**src/hw/rtl/pmp_pkg.sv**
```systemverilog
// Package for the motor position PID block: widths, constants, microcode
// control word and status types. No dependencies.
package pmp_pkg;

   // Field and datapath widths
   localparam int SAMPLE_BITS = 10;
   localparam int SUM_W       = 24;
   localparam int ERR_W       = SAMPLE_BITS + 1;
   localparam int DIFF_W      = ERR_W + 1;
   localparam int GAIN_W      = 16;
   localparam int PERIOD_W    = 16;
   localparam int ACC_W       = 44;
   localparam int QUO_W       = ACC_W - 8;
   localparam int MUL_W       = SUM_W + 1;
   localparam int PROD_W      = 2 * MUL_W;
   localparam int EFFORT_W    = 11;
   localparam int SPEED_W     = 7;
   localparam int DUTY_W      = 17;
   localparam int DIVIDEND_W  = 23;
   localparam int STEP_W      = 4;
   localparam int CSR_IDX_W   = 3;
   localparam int CSR_DATA_W  = 16;

   // Arithmetic constants
   localparam int EFFORT_LIMIT = 1000;
   localparam logic signed [MUL_W-1:0] RECIP_TEN     = MUL_W'(205);      // 2^11 / 10, rounded up
   localparam int                      RECIP_TEN_SHIFT = 11;
   localparam logic signed [MUL_W-1:0] RECIP_HUNDRED = MUL_W'(10737419); // 2^30 / 100, rounded up
   localparam int                      RECIP_HUNDRED_SHIFT = 30;
   localparam logic signed [ACC_W-1:0] ROUND_BIAS    = ACC_W'(255);

   // Register indexes
   localparam logic [CSR_IDX_W-1:0] CSR_SETPOINT = 3'd0;
   localparam logic [CSR_IDX_W-1:0] CSR_GAIN_P   = 3'd1;
   localparam logic [CSR_IDX_W-1:0] CSR_GAIN_I   = 3'd2;
   localparam logic [CSR_IDX_W-1:0] CSR_GAIN_D   = 3'd3;
   localparam logic [CSR_IDX_W-1:0] CSR_DEADBAND = 3'd4;
   localparam logic [CSR_IDX_W-1:0] CSR_PERIOD   = 3'd5;

   // Register reset values
   localparam logic [SAMPLE_BITS-1:0] SETPOINT_RST = SAMPLE_BITS'(512);
   localparam logic [GAIN_W-1:0]      GAIN_P_RST   = GAIN_W'(512);
   localparam logic [GAIN_W-1:0]      GAIN_I_RST   = GAIN_W'(0);
   localparam logic [GAIN_W-1:0]      GAIN_D_RST   = GAIN_W'(128);
   localparam logic [SAMPLE_BITS-1:0] DEADBAND_RST = SAMPLE_BITS'(2);
   localparam logic [PERIOD_W-1:0]    PERIOD_RST   = PERIOD_W'(200);

   // Program step address that is a jump target
   localparam logic [STEP_W-1:0] STEP_EFFORT = 4'd5;

   // Multiplier operand selection
   typedef enum logic [2:0] {
      MUL_NONE,
      MUL_P,
      MUL_I,
      MUL_D,
      MUL_SPEED,
      MUL_PERIOD,
      MUL_RECIP
   } mul_sel_type;

   // Jump conditions
   typedef enum logic {
      COND_NONE,
      COND_DEAD
   } cond_type;

   // One microcode word
   typedef struct packed {
      logic              err_en;
      mul_sel_type       mul_sel;
      logic              acc_add;
      logic              effort_en;
      logic              speed_en;
      logic              out_en;
      cond_type          cond;
      logic [STEP_W-1:0] target;
      logic              last;
   } ctrl_word_type;

   // Datapath status seen by the sequencer
   typedef struct packed {
      logic dead;
      logic out_blocked;
   } dp_status_type;

   // Sequencer states
   typedef enum logic {
      SEQ_IDLE,
      SEQ_RUN
   } seq_state_type;

endpackage

```
**src/hw/rtl/pmp_ucode_rom.sv**
```systemverilog
// Microcode table for the PID sequence: one control word per step.
// Depends on pmp_pkg.
module pmp_ucode_rom
   import pmp_pkg::*;
(
   input  logic [STEP_W-1:0] step,
   output ctrl_word_type     ctrl
);

   // Program: error, three products into the sum, effort, speed, duty
   always_comb begin
      ctrl = '{err_en: 1'b0, mul_sel: MUL_NONE, acc_add: 1'b0, effort_en: 1'b0,
               speed_en: 1'b0, out_en: 1'b0, cond: COND_NONE, target: '0,
               last: 1'b0};
      case (step)
         4'd0: begin
            ctrl.err_en = 1'b1;
         end
         4'd1: begin
            ctrl.mul_sel = MUL_P;
            ctrl.cond    = COND_DEAD;
            ctrl.target  = STEP_EFFORT;
         end
         4'd2: begin
            ctrl.mul_sel = MUL_I;
            ctrl.acc_add = 1'b1;
         end
         4'd3: begin
            ctrl.mul_sel = MUL_D;
            ctrl.acc_add = 1'b1;
         end
         4'd4: begin
            ctrl.acc_add = 1'b1;
         end
         4'd5: begin
            ctrl.effort_en = 1'b1;
         end
         4'd6: begin
            ctrl.mul_sel = MUL_SPEED;
         end
         4'd7: begin
            ctrl.speed_en = 1'b1;
         end
         4'd8: begin
            ctrl.mul_sel = MUL_PERIOD;
         end
         4'd9: begin
            ctrl.mul_sel = MUL_RECIP;
         end
         4'd10: begin
            ctrl.out_en = 1'b1;
            ctrl.last   = 1'b1;
         end
         default: begin
            ctrl.last = 1'b1;
         end
      endcase
   end

endmodule

```
**src/hw/rtl/pmp_sequencer.sv**
```systemverilog
// Step counter and jump logic for the PID microprogram.
// Depends on pmp_pkg.
module pmp_sequencer
   import pmp_pkg::*;
(
   input  logic              clock,
   input  logic              reset,
   input  logic              start,
   input  ctrl_word_type     ctrl,
   input  dp_status_type     status,
   output logic [STEP_W-1:0] step,
   output logic              active,
   output logic              idle
);

   seq_state_type     state_ff, state_in;
   logic [STEP_W-1:0] step_ff, step_in;
   logic              hold;
   logic              jump;

   assign hold = ctrl.out_en && status.out_blocked;
   assign jump = (ctrl.cond == COND_DEAD) && status.dead;

   // Next state
   always_comb begin
      state_in = state_ff;
      case (state_ff)
         SEQ_IDLE: begin
            if (start) state_in = SEQ_RUN;
         end
         SEQ_RUN: begin
            if (!hold && !jump && ctrl.last) state_in = SEQ_IDLE;
         end
         default: begin
            state_in = SEQ_IDLE;
         end
      endcase
   end

   // Step counter
   always_comb begin
      step_in = step_ff;
      case (state_ff)
         SEQ_IDLE: begin
            step_in = '0;
         end
         SEQ_RUN: begin
            if (hold)            step_in = step_ff;
            else if (jump)       step_in = ctrl.target;
            else if (ctrl.last)  step_in = '0;
            else                 step_in = step_ff + 1'b1;
         end
         default: begin
            step_in = '0;
         end
      endcase
   end

   // Outputs
   always_comb begin
      active = 1'b0;
      idle   = 1'b0;
      case (state_ff)
         SEQ_IDLE: idle   = 1'b1;
         SEQ_RUN:  active = 1'b1;
         default:  idle   = 1'b0;
      endcase
   end

   assign step = step_ff;

   always_ff @(posedge clock) begin
      if (reset) begin
         state_ff <= SEQ_IDLE;
         step_ff  <= '0;
      end else begin
         state_ff <= state_in;
         step_ff  <= step_in;
      end
   end

endmodule

```
**src/hw/rtl/pmp_datapath.sv**
```systemverilog
// PID datapath: config registers, error and sum state, shared multiplier,
// accumulator, clamp, scaling and the result register. Depends on pmp_pkg.
module pmp_datapath
   import pmp_pkg::*;
(
   input  logic                          clock,
   input  logic                          reset,
   input  ctrl_word_type                 ctrl,
   input  logic                          active,
   input  logic                          load,
   input  logic [SAMPLE_BITS-1:0]        sample,
   input  logic                          csr_we,
   input  logic [CSR_IDX_W-1:0]          csr_idx,
   input  logic [CSR_DATA_W-1:0]         csr_wdata,
   input  logic                          out_ready,
   output dp_status_type                 status,
   output logic                          out_valid,
   output logic [DUTY_W-1:0]             left_duty,
   output logic [DUTY_W-1:0]             right_duty,
   output logic                          direction,
   output logic [SPEED_W-1:0]            speed_percent,
   output logic signed [EFFORT_W-1:0]    effort
);

   // Config registers
   logic [SAMPLE_BITS-1:0] setpoint_ff, deadband_ff;
   logic [GAIN_W-1:0]      gain_p_ff, gain_i_ff, gain_d_ff;
   logic [PERIOD_W-1:0]    period_ff;

   // Working registers
   logic [SAMPLE_BITS-1:0]     sample_ff;
   logic signed [ERR_W-1:0]    e_ff, prev_ff, e_in;
   logic signed [DIFF_W-1:0]   de_ff, de_in;
   logic signed [SUM_W-1:0]    sum_ff, sum_in;
   logic signed [SUM_W:0]      sum_wide;
   logic                       dir_ff;
   logic signed [PROD_W-1:0]   prod_ff;
   logic signed [ACC_W-1:0]    acc_ff, acc_in;
   logic signed [ACC_W-1:0]    rnd;
   logic signed [QUO_W-1:0]    quo;
   logic signed [EFFORT_W-1:0] effort_ff, effort_in;
   logic [EFFORT_W-1:0]        effort_abs;
   logic [SPEED_W-1:0]         speed_ff;
   logic signed [MUL_W-1:0]    opa, opb;
   logic [ERR_W-1:0]           mag_e;
   logic [DUTY_W-1:0]          duty;
   logic                       dead;
   logic                       out_blocked;

   // Result register
   logic                       out_valid_ff;
   logic [DUTY_W-1:0]          left_ff, right_ff;
   logic                       out_dir_ff;
   logic [SPEED_W-1:0]         out_speed_ff;
   logic signed [EFFORT_W-1:0] out_effort_ff;
   logic                       out_write;

   localparam logic signed [QUO_W-1:0]    QUO_POS    = QUO_W'(EFFORT_LIMIT);
   localparam logic signed [QUO_W-1:0]    QUO_NEG    = -QUO_POS;
   localparam logic signed [EFFORT_W-1:0] EFFORT_POS = EFFORT_W'(EFFORT_LIMIT);
   localparam logic signed [EFFORT_W-1:0] EFFORT_NEG = -EFFORT_POS;
   localparam logic signed [SUM_W-1:0]    SUM_MAX    = {1'b0, {(SUM_W-1){1'b1}}};
   localparam logic signed [SUM_W-1:0]    SUM_MIN    = {1'b1, {(SUM_W-1){1'b0}}};

   // Config writes; unknown indexes are dropped
   always_ff @(posedge clock) begin
      if (reset) begin
         setpoint_ff <= SETPOINT_RST;
         gain_p_ff   <= GAIN_P_RST;
         gain_i_ff   <= GAIN_I_RST;
         gain_d_ff   <= GAIN_D_RST;
         deadband_ff <= DEADBAND_RST;
         period_ff   <= PERIOD_RST;
      end else if (csr_we) begin
         case (csr_idx)
            CSR_SETPOINT: setpoint_ff <= csr_wdata[SAMPLE_BITS-1:0];
            CSR_GAIN_P:   gain_p_ff   <= csr_wdata[GAIN_W-1:0];
            CSR_GAIN_I:   gain_i_ff   <= csr_wdata[GAIN_W-1:0];
            CSR_GAIN_D:   gain_d_ff   <= csr_wdata[GAIN_W-1:0];
            CSR_DEADBAND: deadband_ff <= csr_wdata[SAMPLE_BITS-1:0];
            CSR_PERIOD:   period_ff   <= csr_wdata[PERIOD_W-1:0];
            default:      setpoint_ff <= setpoint_ff;
         endcase
      end
   end

   // Error, error difference and saturating sum
   always_comb begin
      e_in     = $signed({1'b0, setpoint_ff}) - $signed({1'b0, sample_ff});
      de_in    = $signed({e_in[ERR_W-1], e_in}) - $signed({prev_ff[ERR_W-1], prev_ff});
      sum_wide = $signed({sum_ff[SUM_W-1], sum_ff})
               + $signed({{(SUM_W+1-ERR_W){e_in[ERR_W-1]}}, e_in});
      if (sum_wide[SUM_W] != sum_wide[SUM_W-1])
         sum_in = sum_wide[SUM_W] ? SUM_MIN : SUM_MAX;
      else
         sum_in = sum_wide[SUM_W-1:0];
   end

   // Deadband test on the stored error
   assign mag_e = e_ff[ERR_W-1] ? ERR_W'(-e_ff) : ERR_W'(e_ff);
   assign dead  = mag_e <= {1'b0, deadband_ff};

   // Multiplier operand select
   assign effort_abs = effort_ff[EFFORT_W-1] ? EFFORT_W'(-effort_ff) : EFFORT_W'(effort_ff);

   always_comb begin
      opa = '0;
      opb = '0;
      case (ctrl.mul_sel)
         MUL_P: begin
            opa = {{(MUL_W-GAIN_W){1'b0}}, gain_p_ff};
            opb = {{(MUL_W-ERR_W){e_ff[ERR_W-1]}}, e_ff};
         end
         MUL_I: begin
            opa = {{(MUL_W-GAIN_W){1'b0}}, gain_i_ff};
            opb = {sum_ff[SUM_W-1], sum_ff};
         end
         MUL_D: begin
            opa = {{(MUL_W-GAIN_W){1'b0}}, gain_d_ff};
            opb = {{(MUL_W-DIFF_W){de_ff[DIFF_W-1]}}, de_ff};
         end
         MUL_SPEED: begin
            opa = {{(MUL_W-EFFORT_W){1'b0}}, effort_abs};
            opb = RECIP_TEN;
         end
         MUL_PERIOD: begin
            opa = {{(MUL_W-SPEED_W){1'b0}}, speed_ff};
            opb = {{(MUL_W-PERIOD_W){1'b0}}, period_ff};
         end
         MUL_RECIP: begin
            opa = {{(MUL_W-DIVIDEND_W){1'b0}}, prod_ff[DIVIDEND_W-1:0]};
            opb = RECIP_HUNDRED;
         end
         default: begin
            opa = '0;
            opb = '0;
         end
      endcase
   end

   // Accumulate, then divide by 256 toward zero and clamp
   assign acc_in = acc_ff + $signed(prod_ff[ACC_W-1:0]);
   assign rnd    = acc_ff + (acc_ff[ACC_W-1] ? ROUND_BIAS : '0);
   assign quo    = rnd[ACC_W-1:8];

   always_comb begin
      if (quo > QUO_POS)      effort_in = EFFORT_POS;
      else if (quo < QUO_NEG) effort_in = EFFORT_NEG;
      else                    effort_in = quo[EFFORT_W-1:0];
   end

   // Duty: quotient by 100, plus one when driving
   assign duty = prod_ff[RECIP_HUNDRED_SHIFT +: DUTY_W]
               + {{(DUTY_W-1){1'b0}}, speed_ff != '0};

   assign out_write   = active && ctrl.out_en && !out_blocked;
   assign out_blocked = out_valid_ff && !out_ready;
   assign status      = '{dead: dead, out_blocked: out_blocked};

   // Sample capture and datapath registers
   always_ff @(posedge clock) begin
      if (load) sample_ff <= sample;
      if (active) begin
         if (ctrl.err_en) begin
            e_ff   <= e_in;
            de_ff  <= de_in;
            dir_ff <= e_in[ERR_W-1];
            acc_ff <= '0;
         end else if (ctrl.acc_add) begin
            acc_ff <= acc_in;
         end
         if (ctrl.mul_sel != MUL_NONE) prod_ff <= opa * opb;
         if (ctrl.effort_en) effort_ff <= effort_in;
         if (ctrl.speed_en)  speed_ff  <= prod_ff[RECIP_TEN_SHIFT +: SPEED_W];
      end
   end

   // Controller state
   always_ff @(posedge clock) begin
      if (reset) begin
         prev_ff <= '0;
         sum_ff  <= '0;
      end else if (active && ctrl.err_en) begin
         prev_ff <= e_in;
         sum_ff  <= sum_in;
      end
   end

   // Result beat
   always_ff @(posedge clock) begin
      if (reset) begin
         out_valid_ff <= 1'b0;
      end else if (out_write) begin
         out_valid_ff <= 1'b1;
      end else if (out_ready) begin
         out_valid_ff <= 1'b0;
      end
   end

   always_ff @(posedge clock) begin
      if (out_write) begin
         left_ff       <= dir_ff ? '0 : duty;
         right_ff      <= dir_ff ? duty : '0;
         out_dir_ff    <= dir_ff;
         out_speed_ff  <= speed_ff;
         out_effort_ff <= effort_ff;
      end
   end

   assign out_valid     = out_valid_ff;
   assign left_duty     = left_ff;
   assign right_duty    = right_ff;
   assign direction     = out_dir_ff;
   assign speed_percent = out_speed_ff;
   assign effort        = out_effort_ff;

endmodule

```
**src/hw/rtl/pid_motor_position_pwm.sv**
```systemverilog
// An accepted request beat runs the microprogram to a result beat on rsp_valid;
// inside the deadband the product steps are skipped. A new request is accepted
// only while idle, so one sample is in work at a time; the last step waits while
// an unaccepted result beat is pending. Reset clears the sequencer, result valid,
// error sum and previous error, and loads the register defaults.
// Depends on pmp_pkg, pmp_ucode_rom, pmp_sequencer, pmp_datapath.
module pid_motor_position_pwm
   import pmp_pkg::*;
(
   input  logic                       clock,
   input  logic                       reset,
   input  logic                       req_valid,
   output logic                       req_ready,
   input  logic [SAMPLE_BITS-1:0]     req_sample,
   output logic                       rsp_valid,
   input  logic                       rsp_ready,
   output logic [DUTY_W-1:0]          rsp_left_duty,
   output logic [DUTY_W-1:0]          rsp_right_duty,
   output logic                       rsp_direction,
   output logic [SPEED_W-1:0]         rsp_speed_percent,
   output logic signed [EFFORT_W-1:0] rsp_effort,
   input  logic                       csr_valid,
   output logic                       csr_ready,
   input  logic [CSR_IDX_W-1:0]       csr_index,
   input  logic [CSR_DATA_W-1:0]      csr_data
);

   ctrl_word_type     ctrl;
   dp_status_type     status;
   logic [STEP_W-1:0] step;
   logic              active;
   logic              idle;
   logic              start;

   // Request beat starts the program
   assign req_ready = idle;
   assign start     = req_valid && req_ready;
   assign csr_ready = 1'b1;

   pmp_ucode_rom u_rom (
      .step (step),
      .ctrl (ctrl)
   );

   pmp_sequencer u_seq (
      .clock  (clock),
      .reset  (reset),
      .start  (start),
      .ctrl   (ctrl),
      .status (status),
      .step   (step),
      .active (active),
      .idle   (idle)
   );

   pmp_datapath u_dp (
      .clock         (clock),
      .reset         (reset),
      .ctrl          (ctrl),
      .active        (active),
      .load          (start),
      .sample        (req_sample),
      .csr_we        (csr_valid),
      .csr_idx       (csr_index),
      .csr_wdata     (csr_data),
      .out_ready     (rsp_ready),
      .status        (status),
      .out_valid     (rsp_valid),
      .left_duty     (rsp_left_duty),
      .right_duty    (rsp_right_duty),
      .direction     (rsp_direction),
      .speed_percent (rsp_speed_percent),
      .effort        (rsp_effort)
   );

endmodule
```
**config.mk**
```make
export PLATFORM = sky130hd
export DESIGN_NAME = pid_motor_position_pwm
export DESIGN_NICKNAME = d
export VERILOG_FILES = /design/src/hw/rtl/pmp_pkg.sv /design/src/hw/rtl/pmp_ucode_rom.sv /design/src/hw/rtl/pmp_sequencer.sv /design/src/hw/rtl/pmp_datapath.sv /design/src/hw/rtl/pid_motor_position_pwm.sv
export SDC_FILE = /design/constraint.sdc
export NUM_CORES = 2
export LEC_CHECK = 0
export ABC_AREA = 1
export BUFFER_PORTS_ARGS = -buffer_cell sky130_fd_sc_hd__buf_2
export CORE_ASPECT_RATIO = 1.1
export CORE_MARGIN = 4
export CORE_UTILIZATION = 40
export CTS_BUF_LIST = sky130_fd_sc_hd__clkbuf_8
export CTS_CLUSTER_DIAMETER = 100
export CTS_CLUSTER_SIZE = 16
export DETAILED_ROUTE_END_ITERATION = 10
export HOLD_SLACK_MARGIN = 0.05
export PLACE_DENSITY = 0.53
export RECOVER_POWER = 100
export SYNTH_ARGS = -nofsm -noshare
export SYNTH_HDL_FRONTEND = slang
export SYNTH_SLANG_ARGS = --single-unit
export TNS_END_PERCENT = 20
```
**constraint.sdc**
```tcl
create_clock -name clock -period 10.5 [get_ports clock]
set_clock_uncertainty 0.1 [all_clocks]
set_input_delay 0 -clock clock [delete_from_list [all_inputs] [get_ports clock]]
set_output_delay 0 -clock clock [all_outputs]
set_load 0.03 [all_outputs]
```
# Word level (Yosys, flattened, before mapping)
# Cells that the tools add are included.
# Widths: inputs -> output; s select.
# word_totals
register_bits	321
elab_cells	123
# op_classes
add_sub_neg	9
mul	1
magnitude_cmp	3
eq_ne	23
n_mux	28
bitwise	1
reduce_logical	33
# ops
cell	n
$pmux 25 s6	1
$pmux 23 s6	1
$add 44x44->44	2
$mux 24	2
$mul 24x25->47	1
$mux 44	1
$gt 36x11->1 const B	1
$lt 36x11->1 const B	1
$mux 11	3
$add 24x11->25	1
$neg 11->11	2
$reduce_and 2->1	11
$pmux 3 s6	1
$add 17x1->17	1
$eq 4x3->1 const B	4
$eq 3x3->1 const B	5
$eq 3x2->1 const B	4
$eq 4x4->1 const B	3
$mux 1	12
$mux 4	3
$sub 11x11->12	1
$le 11x10->1	1
$sub 10x10->11	1
$reduce_or 10->1	1
20 further kinds	34

# Logic depth before layout (Yosys ltp)
# logic_depth
word_depth	9
mapped_depth	44
depth_no_buf	41

# Hierarchy
# A second synthesis with hierarchy kept.
# unflattened
hier_cells	5059
hier_area_um2	40422.5
# modules_own_cells
mod	instances	cells_each	area_per_inst_um2	seq_area_each_um2
pmp_datapath	1	4976	39943.3	8257.9
pmp_sequencer	1	44	301.5	100.1
pmp_ucode_rom	1	35	158.9	0.0
pid_motor_position_pwm	1	4	18.8	0.0

# Least setup slack after synthesis
# Ideal clock, no wire load.
# synth_path
path_kind	flip-flop to flip-flop
from	register u_seq.step_ff[0], in the netlist u_seq.step[0]
to	register u_dp.prod_ff[44], data pin
arrival_ns	7.729
required_ns	10.138
setup_slack_ns	2.409
stages_incl_launch_ff	35
path_buffers	2
synth_period_minus_slack_ns	8.091
cell_sequence	dfxtp_1 inv_1 ha_1 o21ai_1 nand2_2 inv_4 nand2_4 nor2_4 buf_4 inv_1 o211ai_1 nor3_2 inv_1 buf_2 nand2_1 fa_1 inv_1 fa_1 inv_1 fa_1 inv_1 fa_1 fa_1 fa_1 inv_1 fa_1 inv_1 ha_1 a21o_1 a31oi_1 o21ai_0 a221oi_1 nand3_1 a21oi_1 xor2_1
# synth_between
elab_chain_cells	5
# synth_rtl
item	line_no	text
start: declaration	pmp_sequencer.sv:17	logic [STEP_W-1:0] step_ff, step_in;
start signal: assignment	pmp_sequencer.sv:78	step_ff <= step_in;
$eq 4x4->1 (tied with other cells)	pmp_ucode_rom.sv:15	case (step)
$pmux 3 s6 (*)	pmp_ucode_rom.sv:15	
$eq 3x3->1 (tied with other cells)	pmp_datapath.sv:109	case (ctrl.mul_sel)
$pmux 23 s6 / $pmux 25 s6 (equally long branches)	pmp_datapath.sv:109	
$mul 24x25->47 (*)	pmp_datapath.sv:172	if (ctrl.mul_sel != MUL_NONE) prod_ff <= opa * opb;
end signal: assignment	pmp_datapath.sv:172	
end: declaration	pmp_datapath.sv:37	logic signed [PROD_W-1:0] prod_ff;
# Mark *: on every way between the ends. The rest lies on a longest branch, timed or not.
# A chain may end at the register's enable or synchronous reset.

# Final worst setup path
# layout_path
from	register u_seq.step_ff[0], in the netlist u_seq.step[0]
to	register u_dp.prod_ff[45], data pin
# Same word-level chain as after synthesis.

==> impl_metrics.tcl <==
set metrics [dict create \
    result_of_the_run "complete, but fails checks" \
    violated_checks "capacitance limit, slew limit" \
    ys_top_cells_by_area "sky130_fd_sc_hd__fa_1 30%, sky130_fd_sc_hd__edfxtp_1 15%, sky130_fd_sc_hd__inv_1 10%" \
    yosys_register_bits 320 \
    initial_core_utilization_pct 40.4 \
    relSlewSlack_pct -217 \
    dieArea_um2 105000 \
    ctsHtreeMaxLevel 1 \
    postSynth.asyncResetShare_pct 0 \
    netlist_area_um2 40100 \
    drc_violations_left 0 \
    buffer_ports.inserted 88 \
    max_stage_delay_ns 0.71 \
    chipWidth_um 310 \
    worst-path-max-fanout 19 \
    finalCritPeriodShare_pct 93.7 \
    cts_buffers 25 \
    worst-endpoint-arrival_ns 10.12 \
    grt_first_pass_wirelength_um 194000 \
    r2r_start "u_seq.step[0]" \
    final_standard_cell_count_with_taps_included_and_fillers_excluded 6432 \
    clk_pin_slew_ns 0.12 \
    height_of_the_die_um 340 \
    cp_common_cell "sky130_fd_sc_hd__fa_1" \
    setup_repair_after_global_routing_missed_its_margin "no" \
    max_cap_viol_count 7 \
    buffers_inverters_on_critical_path 9 \
    timing.critical_path.slowest_stage_cell "sky130_fd_sc_hd__fa_1" \
    tritoncts "yes" \
    synthDominantAreaCellType "sky130_fd_sc_hd__fa_1" \
    vias_in_the_first_global_route 33600 \
    timing.critical_path.from_type "flip-flop" \
    drt_iter0_drc 2260 \
    antenna_found_initial 3 \
    dp_cells 6329 \
    worstSetupStartpoint "u_seq.step[0]" \
    num_io_pins 90 \
    core_um2 99200 \
    hold_start "csr_data[13]" \
    clk_root_buf "sky130_fd_sc_hd__clkbuf_8" \
    fp-row-count 121 \
    timing.final.max_slew_violations 379 \
    fraction_of_final_layout_cells_with_drive_strength_greater_than_1_pct 3.99 \
    finalCriticalPeriod_ns 9.84 \
    final_net_count 5994 \
    mapped_avg_cell_area_um2 8.15 \
    cts.sink_count 320 \
    synth_seq_area_share_pct 20.9 \
    critical_path_class "flip-flop to flip-flop" \
    synth_flop_cell "sky130_fd_sc_hd__edfxtp_1" \
    ys_types 64 \
    place_area_um2 42400 \
    vias_per_cell 5.04 \
    fmax_ghz 0.102 \
    globalplace.congestion 0.943 \
    worstMarginPinSlew_ns 4.75 \
    areaGrowthSynthToFinish_pct 8.09 \
    crit_required_ns 10.78 \
    global_route.usage.total_pct 23.8 \
    detailroute.via_count 32400 \
    globalRoute.totalOverflow 0 \
    ys_warn_count 0 \
    total_length_of_routed_wires_um 123000 \
    crit_family "adder cells" \
    average_routed_wire_per_standard_cell_um 19.2 \
    worst_setup_path_end_kind "flip-flop" \
    synth-edff-count 195 \
    finalSetupViolCount 0 \
    worst_ir_drop_vdd_mv 0.0883 \
    final_cell_area_um2 43300 \
    finish.utilization_pct 43.7 \
    clock_insertion_delay_worst_skew_ns 0.67 \
    ctsLongestPathBuffers 3 \
    post-synth-top-count-cell "sky130_fd_sc_hd__inv_1" \
    finalHoldViolations 0 \
    synth_commonest_cells "1095 x sky130_fd_sc_hd__inv_1, 874 x sky130_fd_sc_hd__nand2_1, 620 x sky130_fd_sc_hd__nor2_1, 592 x sky130_fd_sc_hd__fa_1, 256 x sky130_fd_sc_hd__a21oi_1" \
    power_per_cell_area_nw_per_um2 95.8 \
    post-dp-hpwl_um 101000 \
    synth.top_cell.area_share_pct 29.6 \
    cts_resized 0 \
    hold_path_class "input port to flip-flop" \
    first_pass_iters 5 \
    fin_setup_tns_ns 0 \
    final_antenna_net_count 0 \
    post_synth_inst_count 4917 \
    power_leakage_nw 21.2 \
    largest_net_degree_at_the_start_of_global_routing 117 \
]
[sequential cells by signal (all words and copies together), names as in the netlist, 12 cells and up]
signal           cells
u_dp.right_duty     17
u_dp.period_ff      16
u_dp.gain_d_ff      16
u_dp.de_ff          12
u_dp.gain_i_ff      16
u_dp.sum_ff         24
u_dp.acc_ff         44
u_dp.gain_p_ff      16
u_dp.left_duty      17
u_dp.prod_ff        47
[layout by cell type (no fill, tap or decap), types with 10 or more instances in the layout]
master	n
sky130_fd_sc_hd__nand4_1	32
sky130_fd_sc_hd__nor2_2	17
sky130_fd_sc_hd__nor3_1	26
sky130_fd_sc_hd__xnor2_1	43
sky130_fd_sc_hd__conb_1	88
sky130_fd_sc_hd__nor2_1	619
sky130_fd_sc_hd__a21oi_1	256
sky130_fd_sc_hd__a21o_1	17
sky130_fd_sc_hd__edfxtp_1	195
sky130_fd_sc_hd__xor2_1	85
sky130_fd_sc_hd__dlygate4sd3_1	61
sky130_fd_sc_hd__o21a_1	15
sky130_fd_sc_hd__buf_4	43
sky130_fd_sc_hd__a31oi_1	23
sky130_fd_sc_hd__inv_1	1107
sky130_fd_sc_hd__fa_1	592
sky130_fd_sc_hd__a22o_1	15
sky130_fd_sc_hd__inv_2	33
sky130_fd_sc_hd__nor4_1	10
sky130_fd_sc_hd__buf_2	32
sky130_fd_sc_hd__clkbuf_1	68
sky130_fd_sc_hd__o21bai_1	15
sky130_fd_sc_hd__clkbuf_8	25
sky130_fd_sc_hd__o21ai_0	239
sky130_fd_sc_hd__nand2_1	874
sky130_fd_sc_hd__nand3_1	127
sky130_fd_sc_hd__dfxtp_1	125
sky130_fd_sc_hd__ha_1	242
[cells by family after synthesis]
logic type	Yosys count	synth area share, %
simple gates	1755	18.2
xor+xnor	128	2.80
compound gates	634	9.05
fa+ha+maj	834	37.1
other cells	2	0.0187
buf+inv	1244	12.0
flops	320	20.9
[layer usage]
layer,global-route usage (%),up-vias,share of wire [%]
li1,-,15400,-
met1,32.2,16000,44
met2,40.7,823,48
met3,2.11,188,4.9
met4,7.32,0,3.7
met5,0,-,0
[stage by stage]
stage	power, mW	hold WS (ns)	setup WS, ns
2_1_floorplan	2.92	-0.00113	2.41
3_3_place_gp	3.46	0.0777	0.988
3_5_place_dp	3.47	0.0781	0.964
4_1_cts	4.20	0.0531	0.853
5_1_grt	4.51	0.103	0.153
6_report	4.15	0.113	0.657
[power by group]
group          internal (mW)  switching (mW)
Clock                  0.254           0.450
Sequential              1.46          0.0681
Combinational          0.698            1.22
Total                   2.41            1.74
[repair_timing]
item                      4_1_cts  5_1_grt
buffers inserted                0        0
hold endpoints to repair      114        0
hold buffers                   61        0
[layout make-up]
| cell class | instances | area [um2] |
|---|---|---|
| clock buffers | 25 | 344 |
| diodes | 1 | 2.50 |
| flip-flops and latches | 320 | 8360 |
| inverters | 1135 | 4260 |
| well taps | 1291 | 1620 |
| fillers | 10200 | 55800 |
| multi-input cells | 3439 | 27200 |
| repair buffers | 205 | 1370 |
| clock inverters | 16 | 120 |
[tightest hold or removal path, cell delays in order]
cell and delay, ns:
sky130_fd_sc_hd__dlygate4sd3_1 0.52, sky130_fd_sc_hd__buf_2 0.17, sky130_fd_sc_hd__nor2_1 0.06, sky130_fd_sc_hd__nor2_1 0.09
[worst paths after layout]
check                        to  slack [ns]  depth (start not counted)
min          u_dp.gain_p_ff[13]        0.11                          4
min reg2reg  u_dp.gain_d_ff[11]        0.36                          2
max reg2reg    u_dp.prod_ff[45]        0.66                         34
max            u_dp.prod_ff[45]        0.66                         34
Power figures use the tool's default switching activity.
